--- config.mk ---
export PLATFORM = sky130hd
export DESIGN_NAME = breath_pattern_table_builder_core
export DESIGN_NICKNAME = d
export VERILOG_FILES = /design/src/sv/bptb_pkg.sv /design/src/sv/breath_pattern_table_builder_core.sv /design/src/sv/bptb_queue.sv /design/src/sv/bptb_div.sv /design/src/sv/bptb_front.sv /design/src/sv/bptb_back.sv
export SDC_FILE = /design/constraint.sdc
export NUM_CORES = 2
export LEC_CHECK = 0
export BUFFER_PORTS_ARGS = -buffer_cell sky130_fd_sc_hd__buf_2
export CAP_MARGIN = 15
export CORE_MARGIN = 2
export CORE_UTILIZATION = 58
export CTS_CLUSTER_SIZE = 24
export DETAILED_ROUTE_END_ITERATION = 10
export HOLD_SLACK_MARGIN = 0.08
export PLACE_DENSITY_LB_ADDON = 0.1
export SKIP_CTS_REPAIR_TIMING = 1
export SLEW_MARGIN = 25
export SYNTH_ARGS = -nofsm -noshare
export SYNTH_HDL_FRONTEND = slang
export SYNTH_SLANG_ARGS = --single-unit
--- constraint.sdc ---
create_clock -name clk -period 9.2 [get_ports clk]
set_input_delay 1.84 -clock clk [delete_from_list [all_inputs] [get_ports clk]]
set_output_delay 1.84 -clock clk [all_outputs]
set_load 0.03 [all_outputs]
--- src/sv/bptb_pkg.sv ---
`default_nettype none

package bptb_pkg;

    localparam int unsigned FIELD_W    = 20;
    localparam int unsigned TOTAL_W    = 22;
    localparam int unsigned PERIOD_W   = 24;
    localparam int unsigned UNIT_W     = 18;
    localparam int unsigned PCT_W      = 7;
    localparam int unsigned IDX_W      = 6;
    localparam int unsigned DUTY_W     = 25;
    localparam int unsigned STEP_OUT_W = 17;
    localparam int unsigned ACC_W      = 32;

    localparam logic [PERIOD_W-1:0] PERIOD_RESET = 24'd1000000;
    localparam logic [7:0]          PERCENT      = 8'd100;

    // Reciprocal of 100 scaled by 2^31, rounded up; exact for 24-bit periods.
    localparam int unsigned         UNIT_SHIFT   = 31;
    localparam logic [24:0]         UNIT_RECIP   = 25'd21474837;

    typedef struct packed {
        logic                 repeat_mode;
        logic [FIELD_W-1:0]   fade_ms;
        logic [FIELD_W-1:0]   hold_on_ms;
        logic [FIELD_W-1:0]   hold_off_ms;
        logic [7:0]           low_grade;
        logic [7:0]           high_grade;
    } request_t;

    typedef struct packed {
        logic [IDX_W-1:0]      entry_index;
        logic [DUTY_W-1:0]     duty_value;
        logic                  is_control;
        logic [STEP_OUT_W-1:0] step_time_ms;
        logic [IDX_W-1:0]      entry_count;
        logic                  last;
    } result_t;

    typedef struct packed {
        logic                  repeat_mode;
        logic [STEP_OUT_W-1:0] step_time_ms;
        logic [IDX_W-1:0]      entry_count;
        logic [IDX_W-1:0]      fade_end;
        logic [IDX_W-1:0]      plateau_end;
        logic [IDX_W-1:0]      fall_end;
        logic [PCT_W-1:0]      lo;
        logic [PCT_W-1:0]      hi;
        logic [PCT_W-1:0]      ramp;
        logic [UNIT_W-1:0]     unit;
    } desc_t;

    typedef struct packed {
        logic               start;
        logic [TOTAL_W-1:0] dividend;
        logic [TOTAL_W-1:0] divisor;
    } div_cmd_t;

    // Grade 0..255 to percent 0..100, floor(g*100/255).
    function automatic logic [PCT_W-1:0] grade_to_pct(input logic [7:0] g);
        logic [14:0] x;
        logic [15:0] s;
        begin
            x = 15'(g) * 15'(PERCENT);
            s = 16'(x) + 16'd1 + 16'(x[14:8]);
            grade_to_pct = s[14:8];
        end
    endfunction

endpackage

`default_nettype wire

--- src/sv/breath_pattern_table_builder_core.sv ---
`default_nettype none

// Channel   Direction  Handshake            Payload
// request   in         push / full          request_t
// result    out        pop / empty          result_t
// cfg       in         cfg_valid/cfg_ready  pwm_period_ns, 24 bits
//
// A request holds the front for four passes of the shared radix-2 divider (three
// when there is no ramp), each one iteration per quotient bit and a done strobe,
// plus the setup and push states. The back then loads the descriptor, scales the
// levels, and writes one table entry per cycle plus the control entry.
// The front takes a new request once its setup is queued; the back drains
// entries into a two-deep result queue and stalls only when that queue is full.
// Reset clears all control state and sets the period to 1000000 ns.

module breath_pattern_table_builder_core
    import bptb_pkg::*;
#(
    parameter int unsigned TABLE_STEPS = 41
)
(
    input  wire                 clk,
    input  wire                 rst_n,
    input  wire                 push,
    output logic                full,
    input  request_t            request,
    input  wire                 pop,
    output logic                empty,
    output result_t             result,
    input  wire                 cfg_valid,
    output logic                cfg_ready,
    input  wire [PERIOD_W-1:0]  cfg_data
);

    logic [PERIOD_W-1:0] period_reg;
    logic                front_busy;
    logic                desc_push;
    desc_t               desc_wr;
    logic                desc_full;
    desc_t               desc_rd;
    logic                desc_empty;
    logic                desc_pop;
    logic                out_push;
    result_t             out_item;
    logic                out_full;

    assign cfg_ready = 1'b1;
    assign full      = front_busy;

    always_ff @(posedge clk or negedge rst_n)
    begin
        if (!rst_n)
        begin
            period_reg <= PERIOD_RESET;
        end
        else if (cfg_valid && cfg_ready)
        begin
            period_reg <= cfg_data;
        end
    end

    bptb_front #(
        .TABLE_STEPS (TABLE_STEPS)
    ) u_front (
        .clk       (clk),
        .rst_n     (rst_n),
        .push      (push),
        .request   (request),
        .busy      (front_busy),
        .period    (period_reg),
        .desc_push (desc_push),
        .desc      (desc_wr),
        .desc_full (desc_full)
    );

    bptb_queue #(
        .item_t (desc_t),
        .DEPTH  (2)
    ) u_desc_q (
        .clk     (clk),
        .rst_n   (rst_n),
        .wr_en   (desc_push),
        .wr_item (desc_wr),
        .q_full  (desc_full),
        .rd_en   (desc_pop),
        .rd_item (desc_rd),
        .q_empty (desc_empty)
    );

    bptb_back u_back (
        .clk        (clk),
        .rst_n      (rst_n),
        .desc       (desc_rd),
        .desc_empty (desc_empty),
        .desc_pop   (desc_pop),
        .out_push   (out_push),
        .out_item   (out_item),
        .out_full   (out_full)
    );

    bptb_queue #(
        .item_t (result_t),
        .DEPTH  (2)
    ) u_out_q (
        .clk     (clk),
        .rst_n   (rst_n),
        .wr_en   (out_push),
        .wr_item (out_item),
        .q_full  (out_full),
        .rd_en   (pop),
        .rd_item (result),
        .q_empty (empty)
    );

endmodule

`default_nettype wire

--- src/sv/bptb_queue.sv ---
`default_nettype none

module bptb_queue
    import bptb_pkg::*;
#(
    parameter type         item_t = logic,
    parameter int unsigned DEPTH  = 2
)
(
    input  wire   clk,
    input  wire   rst_n,
    input  wire   wr_en,
    input  item_t wr_item,
    output logic  q_full,
    input  wire   rd_en,
    output item_t rd_item,
    output logic  q_empty
);

    localparam int unsigned PTR_W = (DEPTH > 1) ? $clog2(DEPTH) : 1;
    localparam int unsigned CNT_W = $clog2(DEPTH + 1);
    localparam logic [PTR_W-1:0] PTR_LAST = PTR_W'(DEPTH - 1);

    item_t            mem [DEPTH];
    logic [PTR_W-1:0] wr_ptr_reg;
    logic [PTR_W-1:0] rd_ptr_reg;
    logic [CNT_W-1:0] count_reg;
    logic             do_wr;
    logic             do_rd;

    assign q_full  = (count_reg == CNT_W'(DEPTH));
    assign q_empty = (count_reg == '0);
    assign do_wr   = wr_en && !q_full;
    assign do_rd   = rd_en && !q_empty;
    assign rd_item = mem[rd_ptr_reg];

    always_ff @(posedge clk)
    begin
        if (do_wr)
        begin
            mem[wr_ptr_reg] <= wr_item;
        end
    end

    always_ff @(posedge clk or negedge rst_n)
    begin
        if (!rst_n)
        begin
            wr_ptr_reg <= '0;
            rd_ptr_reg <= '0;
            count_reg  <= '0;
        end
        else
        begin
            if (do_wr)
            begin
                wr_ptr_reg <= (wr_ptr_reg == PTR_LAST) ? '0 : wr_ptr_reg + 1'b1;
            end
            if (do_rd)
            begin
                rd_ptr_reg <= (rd_ptr_reg == PTR_LAST) ? '0 : rd_ptr_reg + 1'b1;
            end
            if (do_wr && !do_rd)
            begin
                count_reg <= count_reg + 1'b1;
            end
            else if (do_rd && !do_wr)
            begin
                count_reg <= count_reg - 1'b1;
            end
        end
    end

endmodule

`default_nettype wire

--- src/sv/bptb_div.sv ---
`default_nettype none

module bptb_div
    import bptb_pkg::*;
(
    input  wire                 clk,
    input  wire                 rst_n,
    input  div_cmd_t            cmd,
    output logic                done,
    output logic [TOTAL_W-1:0]  quotient
);

    localparam int unsigned CNT_W = $clog2(TOTAL_W + 1);

    logic [TOTAL_W-1:0] rem_reg;
    logic [TOTAL_W-1:0] quo_reg;
    logic [TOTAL_W-1:0] dsr_reg;
    logic [CNT_W-1:0]   cnt_reg;
    logic               busy_reg;
    logic               done_reg;
    logic [TOTAL_W:0]   shifted;
    logic [TOTAL_W:0]   diff;
    logic               fits;

    assign shifted  = {rem_reg, quo_reg[TOTAL_W-1]};
    assign diff     = shifted - {1'b0, dsr_reg};
    assign fits     = (shifted >= {1'b0, dsr_reg});
    assign done     = done_reg;
    assign quotient = quo_reg;

    always_ff @(posedge clk)
    begin
        if (cmd.start)
        begin
            rem_reg <= '0;
            quo_reg <= cmd.dividend;
            dsr_reg <= cmd.divisor;
        end
        else if (busy_reg)
        begin
            rem_reg <= fits ? diff[TOTAL_W-1:0] : shifted[TOTAL_W-1:0];
            quo_reg <= {quo_reg[TOTAL_W-2:0], fits};
        end
    end

    always_ff @(posedge clk or negedge rst_n)
    begin
        if (!rst_n)
        begin
            busy_reg <= 1'b0;
            done_reg <= 1'b0;
            cnt_reg  <= '0;
        end
        else
        begin
            done_reg <= 1'b0;
            if (cmd.start)
            begin
                busy_reg <= 1'b1;
                cnt_reg  <= '0;
            end
            else if (busy_reg)
            begin
                cnt_reg <= cnt_reg + 1'b1;
                if (cnt_reg == CNT_W'(TOTAL_W - 1))
                begin
                    busy_reg <= 1'b0;
                    done_reg <= 1'b1;
                end
            end
        end
    end

endmodule

`default_nettype wire

--- src/sv/bptb_front.sv ---
`default_nettype none

module bptb_front
    import bptb_pkg::*;
#(
    parameter int unsigned TABLE_STEPS = 41
)
(
    input  wire                 clk,
    input  wire                 rst_n,
    input  wire                 push,
    input  request_t            request,
    output logic                busy,
    input  wire [PERIOD_W-1:0]  period,
    output logic                desc_push,
    output desc_t               desc,
    input  wire                 desc_full
);

    localparam int unsigned STEP_SHIFT = 28;
    localparam int unsigned RECIP_W    = 28;
    localparam logic [RECIP_W-1:0] STEP_RECIP =
        RECIP_W'((64'd1 << STEP_SHIFT) / 64'(TABLE_STEPS) + 64'd1);
    localparam logic [TOTAL_W-1:0] STEPS_T = TOTAL_W'(TABLE_STEPS);

    typedef enum logic [3:0] {
        F_IDLE, F_STEP, F_UNIT, F_DFADE, F_DON, F_DOFF, F_LEVEL, F_DRAMP, F_PUSH
    } fstate_t;

    fstate_t             state_reg;
    request_t            req_reg;
    logic [TOTAL_W-1:0]  total_reg;
    logic [TOTAL_W-1:0]  step_reg;
    logic [UNIT_W-1:0]   unit_reg;
    logic [PCT_W-1:0]    hi_reg;
    logic [PCT_W-1:0]    lo_reg;
    logic [TOTAL_W-1:0]  nfade_reg;
    logic [TOTAL_W-1:0]  non_reg;
    logic [TOTAL_W-1:0]  noff_reg;
    logic [PCT_W-1:0]    ramp_reg;
    logic [IDX_W-1:0]    count_reg;
    logic [IDX_W-1:0]    fade_end_reg;
    logic [IDX_W-1:0]    plat_end_reg;
    logic [IDX_W-1:0]    fall_end_reg;

    div_cmd_t               div_cmd;
    logic                   div_done;
    logic [TOTAL_W-1:0]     div_q;
    logic [TOTAL_W-1:0]     cur_time;
    logic [TOTAL_W+RECIP_W-1:0] step_prod;
    logic [TOTAL_W-1:0]     step_raw;
    logic [48:0]            unit_prod;
    logic [TOTAL_W-1:0]     q_fixed;
    logic [TOTAL_W+1:0]     sum_plat;
    logic [TOTAL_W+1:0]     sum_fall;
    logic [TOTAL_W+1:0]     sum_all;
    logic [PCT_W-1:0]       hi_pct;
    logic                   ramp_go;

    bptb_div u_div (
        .clk      (clk),
        .rst_n    (rst_n),
        .cmd      (div_cmd),
        .done     (div_done),
        .quotient (div_q)
    );

    assign busy      = (state_reg != F_IDLE);
    assign step_prod = total_reg * STEP_RECIP;
    assign step_raw  = step_prod[TOTAL_W+STEP_SHIFT-1:STEP_SHIFT];
    assign unit_prod = period * UNIT_RECIP;
    assign q_fixed   = ((div_q == '0) && (cur_time != '0)) ? TOTAL_W'(1) : div_q;
    assign sum_plat  = (TOTAL_W+2)'(nfade_reg) + (TOTAL_W+2)'(non_reg);
    assign sum_fall  = sum_plat + (TOTAL_W+2)'(nfade_reg);
    assign sum_all   = sum_fall + (TOTAL_W+2)'(noff_reg);
    assign hi_pct    = grade_to_pct(req_reg.high_grade);
    assign ramp_go   = (nfade_reg != '0) && (lo_reg <= hi_reg);

    // The division in progress belongs to the current state; the one started
    // when it completes uses the next stage time.
    always_comb
    begin
        div_cmd.start    = 1'b0;
        div_cmd.dividend = TOTAL_W'(req_reg.fade_ms);
        div_cmd.divisor  = step_reg;
        cur_time         = TOTAL_W'(req_reg.fade_ms);
        case (state_reg)
            F_UNIT:
            begin
                div_cmd.dividend = TOTAL_W'(req_reg.fade_ms);
                div_cmd.start    = 1'b1;
            end
            F_DFADE:
            begin
                cur_time         = TOTAL_W'(req_reg.fade_ms);
                div_cmd.dividend = TOTAL_W'(req_reg.hold_on_ms);
                div_cmd.start    = div_done;
            end
            F_DON:
            begin
                cur_time         = TOTAL_W'(req_reg.hold_on_ms);
                div_cmd.dividend = TOTAL_W'(req_reg.hold_off_ms);
                div_cmd.start    = div_done;
            end
            F_DOFF:
            begin
                cur_time         = TOTAL_W'(req_reg.hold_off_ms);
                div_cmd.dividend = TOTAL_W'(req_reg.hold_off_ms);
            end
            F_LEVEL:
            begin
                div_cmd.dividend = TOTAL_W'(hi_reg - lo_reg);
                div_cmd.divisor  = nfade_reg;
                div_cmd.start    = ramp_go;
            end
            F_DRAMP:
            begin
                div_cmd.dividend = TOTAL_W'(hi_reg - lo_reg);
                div_cmd.divisor  = nfade_reg;
            end
            default:
            begin
                div_cmd.start = 1'b0;
            end
        endcase
    end

    always_ff @(posedge clk or negedge rst_n)
    begin
        if (!rst_n)
        begin
            state_reg <= F_IDLE;
            desc_push <= 1'b0;
        end
        else
        begin
            desc_push <= 1'b0;
            case (state_reg)
                F_IDLE:
                begin
                    if (push)
                    begin
                        state_reg <= F_STEP;
                    end
                end
                F_STEP:
                begin
                    state_reg <= F_UNIT;
                end
                F_UNIT:
                begin
                    state_reg <= F_DFADE;
                end
                F_DFADE:
                begin
                    if (div_done)
                    begin
                        state_reg <= F_DON;
                    end
                end
                F_DON:
                begin
                    if (div_done)
                    begin
                        state_reg <= F_DOFF;
                    end
                end
                F_DOFF:
                begin
                    if (div_done)
                    begin
                        state_reg <= F_LEVEL;
                    end
                end
                F_LEVEL:
                begin
                    state_reg <= ramp_go ? F_DRAMP : F_PUSH;
                end
                F_DRAMP:
                begin
                    if (div_done)
                    begin
                        state_reg <= F_PUSH;
                    end
                end
                F_PUSH:
                begin
                    if (!desc_full)
                    begin
                        desc_push <= 1'b1;
                        state_reg <= F_IDLE;
                    end
                end
                default:
                begin
                    state_reg <= F_IDLE;
                end
            endcase
        end
    end

    always_ff @(posedge clk)
    begin
        case (state_reg)
            F_IDLE:
            begin
                req_reg   <= request;
                total_reg <= {1'b0, request.fade_ms, 1'b0}
                           + TOTAL_W'(request.hold_on_ms)
                           + TOTAL_W'(request.hold_off_ms);
                ramp_reg  <= '0;
            end
            F_STEP:
            begin
                step_reg <= (step_raw == '0) ? TOTAL_W'(1) : step_raw;
                hi_reg   <= ((hi_pct == '0) && (req_reg.high_grade != '0))
                            ? PCT_W'(1) : hi_pct;
                lo_reg   <= grade_to_pct(req_reg.low_grade);
            end
            F_UNIT:
            begin
                unit_reg <= unit_prod[UNIT_SHIFT+UNIT_W-1:UNIT_SHIFT];
            end
            F_DFADE:
            begin
                if (div_done)
                begin
                    nfade_reg <= q_fixed;
                end
            end
            F_DON:
            begin
                if (div_done)
                begin
                    non_reg <= q_fixed;
                end
            end
            F_DOFF:
            begin
                if (div_done)
                begin
                    noff_reg <= q_fixed;
                end
            end
            F_LEVEL:
            begin
                fade_end_reg <= (nfade_reg > STEPS_T) ? IDX_W'(TABLE_STEPS)
                                                      : nfade_reg[IDX_W-1:0];
                plat_end_reg <= (sum_plat > (TOTAL_W+2)'(STEPS_T)) ? IDX_W'(TABLE_STEPS)
                                                                   : sum_plat[IDX_W-1:0];
                fall_end_reg <= (sum_fall > (TOTAL_W+2)'(STEPS_T)) ? IDX_W'(TABLE_STEPS)
                                                                   : sum_fall[IDX_W-1:0];
                count_reg    <= (sum_all > (TOTAL_W+2)'(STEPS_T)) ? IDX_W'(TABLE_STEPS)
                                                                  : sum_all[IDX_W-1:0];
            end
            F_DRAMP:
            begin
                if (div_done)
                begin
                    if ((div_q == '0) && (req_reg.high_grade != req_reg.low_grade)
                        && (req_reg.high_grade != '0))
                    begin
                        ramp_reg <= PCT_W'(1);
                    end
                    else
                    begin
                        ramp_reg <= div_q[PCT_W-1:0];
                    end
                end
            end
            default:
            begin
                ramp_reg <= ramp_reg;
            end
        endcase
    end

    always_comb
    begin
        desc.repeat_mode  = req_reg.repeat_mode;
        desc.step_time_ms = step_reg[STEP_OUT_W-1:0];
        desc.entry_count  = count_reg;
        desc.fade_end     = fade_end_reg;
        desc.plateau_end  = plat_end_reg;
        desc.fall_end     = fall_end_reg;
        desc.lo           = lo_reg;
        desc.hi           = hi_reg;
        desc.ramp         = ramp_reg;
        desc.unit         = unit_reg;
    end

endmodule

`default_nettype wire

--- src/sv/bptb_back.sv ---
`default_nettype none

module bptb_back
    import bptb_pkg::*;
(
    input  wire       clk,
    input  wire       rst_n,
    input  desc_t     desc,
    input  wire       desc_empty,
    output logic      desc_pop,
    output logic      out_push,
    output result_t   out_item,
    input  wire       out_full
);

    typedef enum logic [2:0] {
        B_IDLE, B_MUL_LO, B_MUL_HI, B_MUL_RAMP, B_EMIT, B_CTRL
    } bstate_t;

    bstate_t            state_reg;
    desc_t              job_reg;
    logic [IDX_W-1:0]   idx_reg;
    logic [ACC_W-1:0]   rise_reg;
    logic [ACC_W-1:0]   held_reg;
    logic [ACC_W-1:0]   dec_reg;
    logic [ACC_W-1:0]   hi_u_reg;
    logic [ACC_W-1:0]   ramp_u_reg;

    logic [PCT_W-1:0]        mul_a;
    logic [PCT_W+UNIT_W-1:0] mul_p;
    logic [ACC_W-1:0]        duty;
    logic                    emit;

    assign desc_pop = (state_reg == B_IDLE) && !desc_empty;
    assign emit     = (state_reg == B_EMIT) && !out_full;

    always_comb
    begin
        case (state_reg)
            B_MUL_HI:   mul_a = job_reg.hi;
            B_MUL_RAMP: mul_a = job_reg.ramp;
            default:    mul_a = job_reg.lo;
        endcase
    end

    assign mul_p = mul_a * job_reg.unit;

    always_comb
    begin
        if (idx_reg < job_reg.fade_end)
        begin
            duty = rise_reg;
        end
        else if (idx_reg < job_reg.plateau_end)
        begin
            duty = (hi_u_reg < held_reg) ? held_reg : hi_u_reg;
        end
        else if (idx_reg < job_reg.fall_end)
        begin
            duty = (held_reg < dec_reg) ? '0 : held_reg - dec_reg;
        end
        else
        begin
            duty = '0;
        end
    end

    always_comb
    begin
        out_item.entry_count  = job_reg.entry_count;
        out_item.step_time_ms = job_reg.step_time_ms;
        if (state_reg == B_CTRL)
        begin
            out_item.entry_index = job_reg.entry_count;
            out_item.duty_value  = DUTY_W'(job_reg.repeat_mode);
            out_item.is_control  = 1'b1;
            out_item.last        = 1'b1;
        end
        else
        begin
            out_item.entry_index = idx_reg;
            out_item.duty_value  = duty[DUTY_W-1:0];
            out_item.is_control  = 1'b0;
            out_item.last        = 1'b0;
        end
    end

    assign out_push = emit || ((state_reg == B_CTRL) && !out_full);

    always_ff @(posedge clk or negedge rst_n)
    begin
        if (!rst_n)
        begin
            state_reg <= B_IDLE;
        end
        else
        begin
            case (state_reg)
                B_IDLE:
                begin
                    if (!desc_empty)
                    begin
                        state_reg <= B_MUL_LO;
                    end
                end
                B_MUL_LO:
                begin
                    state_reg <= B_MUL_HI;
                end
                B_MUL_HI:
                begin
                    state_reg <= B_MUL_RAMP;
                end
                B_MUL_RAMP:
                begin
                    state_reg <= (job_reg.entry_count == '0) ? B_CTRL : B_EMIT;
                end
                B_EMIT:
                begin
                    if (emit && (idx_reg + 1'b1 == job_reg.entry_count))
                    begin
                        state_reg <= B_CTRL;
                    end
                end
                B_CTRL:
                begin
                    if (!out_full)
                    begin
                        state_reg <= B_IDLE;
                    end
                end
                default:
                begin
                    state_reg <= B_IDLE;
                end
            endcase
        end
    end

    always_ff @(posedge clk)
    begin
        case (state_reg)
            B_IDLE:
            begin
                job_reg  <= desc;
                idx_reg  <= '0;
                held_reg <= '0;
                dec_reg  <= '0;
            end
            B_MUL_LO:
            begin
                rise_reg <= ACC_W'(mul_p);
            end
            B_MUL_HI:
            begin
                hi_u_reg <= ACC_W'(mul_p);
            end
            B_MUL_RAMP:
            begin
                ramp_u_reg <= ACC_W'(mul_p);
            end
            B_EMIT:
            begin
                if (emit)
                begin
                    idx_reg <= idx_reg + 1'b1;
                    if (idx_reg < job_reg.fade_end)
                    begin
                        held_reg <= rise_reg;
                        rise_reg <= rise_reg + ramp_u_reg;
                    end
                    else if ((idx_reg >= job_reg.plateau_end)
                             && (idx_reg < job_reg.fall_end))
                    begin
                        dec_reg <= dec_reg + ramp_u_reg;
                    end
                end
            end
            default:
            begin
                idx_reg <= idx_reg;
            end
        endcase
    end

`ifndef NO_ASSERTIONS
    a_no_push_when_full: assert property (@(posedge clk) disable iff (!rst_n)
        out_push |-> !out_full)
        else $error("result written into a full queue");

    a_ctrl_index: assert property (@(posedge clk) disable iff (!rst_n)
        (out_push && out_item.is_control) |-> (out_item.entry_index == out_item.entry_count))
        else $error("control entry not at the table end");

    a_duty_index: assert property (@(posedge clk) disable iff (!rst_n)
        (out_push && !out_item.is_control) |-> (out_item.entry_index < out_item.entry_count))
        else $error("duty entry beyond the table end");

    a_ctrl_ends: assert property (@(posedge clk) disable iff (!rst_n)
        (out_push && out_item.is_control) |=> (state_reg == B_IDLE))
        else $error("sequencer did not return to idle after the control entry");
`endif

endmodule

`default_nettype wire
==> metrics <==
worst skew pair latency about 0.67 ns; antenna-violating nets left 0; placed cell area between 0.06 and 0.07 mm2; total track usage a little over a quarter; io pins 165; first-pass GRT wire length 239000 um; Worst Hold Class reg -> reg; fraction of synthesis flops using an asynchronous set or reset pin 5.45%; status complete, no violations; CTS root buf clkbuf_16; Setup crit end kind flip-flop; core area ~0.11 mm2; sequential area share after synthesis 39.0%; synth unique cells 97; Buf/Inv on CP 4; hold depth 0; DP HPWL roughly 120000 um; Clock transition at path regs around 0.060 ns; GR Overflow Total 0; Synth Net Count just over 7k; max reg flops 162; WS Path Type reg -> reg; Via density approximately 5.7; synth cell count leaders inv_1, ha_1, edfxtp_1; Hold Fails Final Rpt 0; critical path's most frequent cell fa_1; antenna violations before repair 2; Post-synth EDFFs a little under 800; Cells after Synth ~5.7k; achievable clock frequency between 0.1 and 0.15 GHz; # setup viols final 0; area leader, netlist edfxtp_1; top-area cell type share of the netlist area a little over a third; synthesized area roughly 0.065 mm2; vias ~42k; CTS H-Tree Depth 3; Yosys reg bits around 860; main flop type after synthesis edfxtp_1; design area approximately 0.07 mm2; Worst Path Required about 9.6 ns; largest net degree at the start of global routing a little under 80; Final nets 7303; cell with the largest stage delay on the worst path o31ai_1; Crit Path Max Fanout 10; worst reg2reg path depth 22; initial core utilization between 50% and 60%; Synth warnings 0; Crit. path cell count 22; CTS tree done; die area 0.115 mm2; Layout area overhead 8.91%; Initial DRT Pass Iterations 6; die width ~340 um; port bufs between 150 and 200; Post-Synthesis Mean Instance Area 11.4 um2; CTS Buffer Depth 3; Worst Max-Slew Pin Slew slightly below 1 ns; vias in the first global route ~43k; # rows ~120; MaxCap Viol Count 0; ranking of synthesized cells by area edfxtp_1, ha_1, fa_1, inv_1, mux2_2; min Tclk post-route approximately 8 ns; wire per inst approximately 20 um; Final Max Tran Viols 0; share of cells above drive strength 1 roughly 9.6%; Die Ht about 340 um; Post-Route Setup TNS 0 ns; critical-path cell list inv_1, ha_1, fa_1, fa_1, inv_1, fa_1, inv_1, fa_1, inv_1, fa_1, fa_1, ha_1, nand4_1, nor4_1, a2111oi_0, o31ai_1, a31oi_1, o31a_1, a2111oi_2, o21a_1, nor2_1, xnor2_1; slew margin rel. 34.3%; CP peak stage delay just over 0.6 ns; cell family with most CP delay adder cells; RSZ-0062 raised after global routing no; fin crit share between 80 and 90%; RD Place Congestion around 0.95; startpoint types flip-flop; cts bufs inserted 92; drc violations 0; Reg2Reg Setup Slack between 1 and 1.5 ns; CTS Sinks between 800 and 900; final WL roughly 150000 um; worst-case clock skew roughly 0.035 ns; initial drt markers 3203; Worst Path Arrival 8.24 ns; count leader, synth inv_1
layout by cell type (no fill, tap or decap), types with 24 or more instances in the layout:
| master | count |
|---|---|
| a21o_1 | 106 |
| o211ai_1 | 24 |
| buf_4 | 40 |
| mux2_2 | 151 |
| nor3_1 | 75 |
| o21ai_0 | 219 |
| ha_1 | 823 |
| dfrtp_1 | 38 |
| fa_1 | 482 |
| and2_1 | 41 |
| inv_1 | 861 |
| nand3_1 | 60 |
| nand2_1 | 339 |
| a211oi_1 | 48 |
| clkbuf_16 | 92 |
| a31oi_1 | 49 |
| o21bai_1 | 29 |
| nand4_1 | 32 |
| nand2b_1 | 51 |
| xnor2_1 | 163 |
| nor2_1 | 271 |
| nor2b_1 | 54 |
| a21oi_1 | 252 |
| mux2i_1 | 58 |
| and3_1 | 74 |
| nor4_1 | 34 |
| xor2_1 | 95 |
| o21a_1 | 49 |
| buf_2 | 163 |
| edfxtp_1 | 794 |
worst reg2reg max path, delay by kind of cell, from the launching register on:
| family | cells | cell delay, ns |
|---|---|---|
| flops | 1 | 0.61 |
| buf+inv | 4 | 0.35 |
| xor+xnor | 1 | 0.12 |
| simple gates | 3 | 0.54 |
| fa+ha+maj | 8 | 3.75 |
| compound gates | 6 | 2.19 |
per-stage QoR:
step | utilization, % | cells | setup slack (ns) | hold WS (ns)
detailed placement | 60.6 | 7295 | 1.39 | 0.429
global placement | 60.6 | 7294 | 1.53 | 0.422
global route | 63.5 | 7470 | 0.840 | 0.454
finish | 63.5 | 7471 | 1.36 | 0.442
CTS | 63.4 | 7467 | 1.35 | 0.439
floorplan | - | 5721 | 0.657 | 0.421
kinds of logic after synthesis:
family / count (synthesis) / synth area share [%]
flops: 863 / 39.0
buf+inv: 994 / 5.72
other cells: 1 / 0.00574
fa+ha+maj: 1305 / 30.5
xor+xnor: 259 / 3.48
mux: 209 / 3.49
compound gates: 955 / 9.42
simple gates: 1135 / 8.41
cell type report:
type                    instances  area [um2]
diodes                          1        2.50
clock buffers                 111        2410
clock inverters                61         706
fillers                      8834       41000
inverters                     864        3250
multi-input cells            3864       36300
flip-flops and latches        863       25500
well taps                    1500        1880
repair buffers                207        1210
metal layers:
metal  global-route usage, %  share of wire, %
met1                    37.8                46
met2                    43.1                47
met3                    3.34               5.6
met4                    6.86               2.1
met5                       0                 0
worst paths after layout:
check,startpoint,end
worst min register to register,u_back.out_item[8],u_out_q.mem[0][8]
max in group asynchronous,rst_n,period_reg[5]
min in group asynchronous,rst_n,u_out_q.rd_ptr_reg
worst max-delay path,period_reg[4],u_front.unit_reg[16]
worst max register to register,period_reg[4],u_front.unit_reg[16]
worst min-delay path,u_back.out_item[8],u_out_q.mem[0][8]
Power is left out: the tool's default activity adds up to more than one toggle a clock period on the data nets, which glitch-free logic cannot reach.
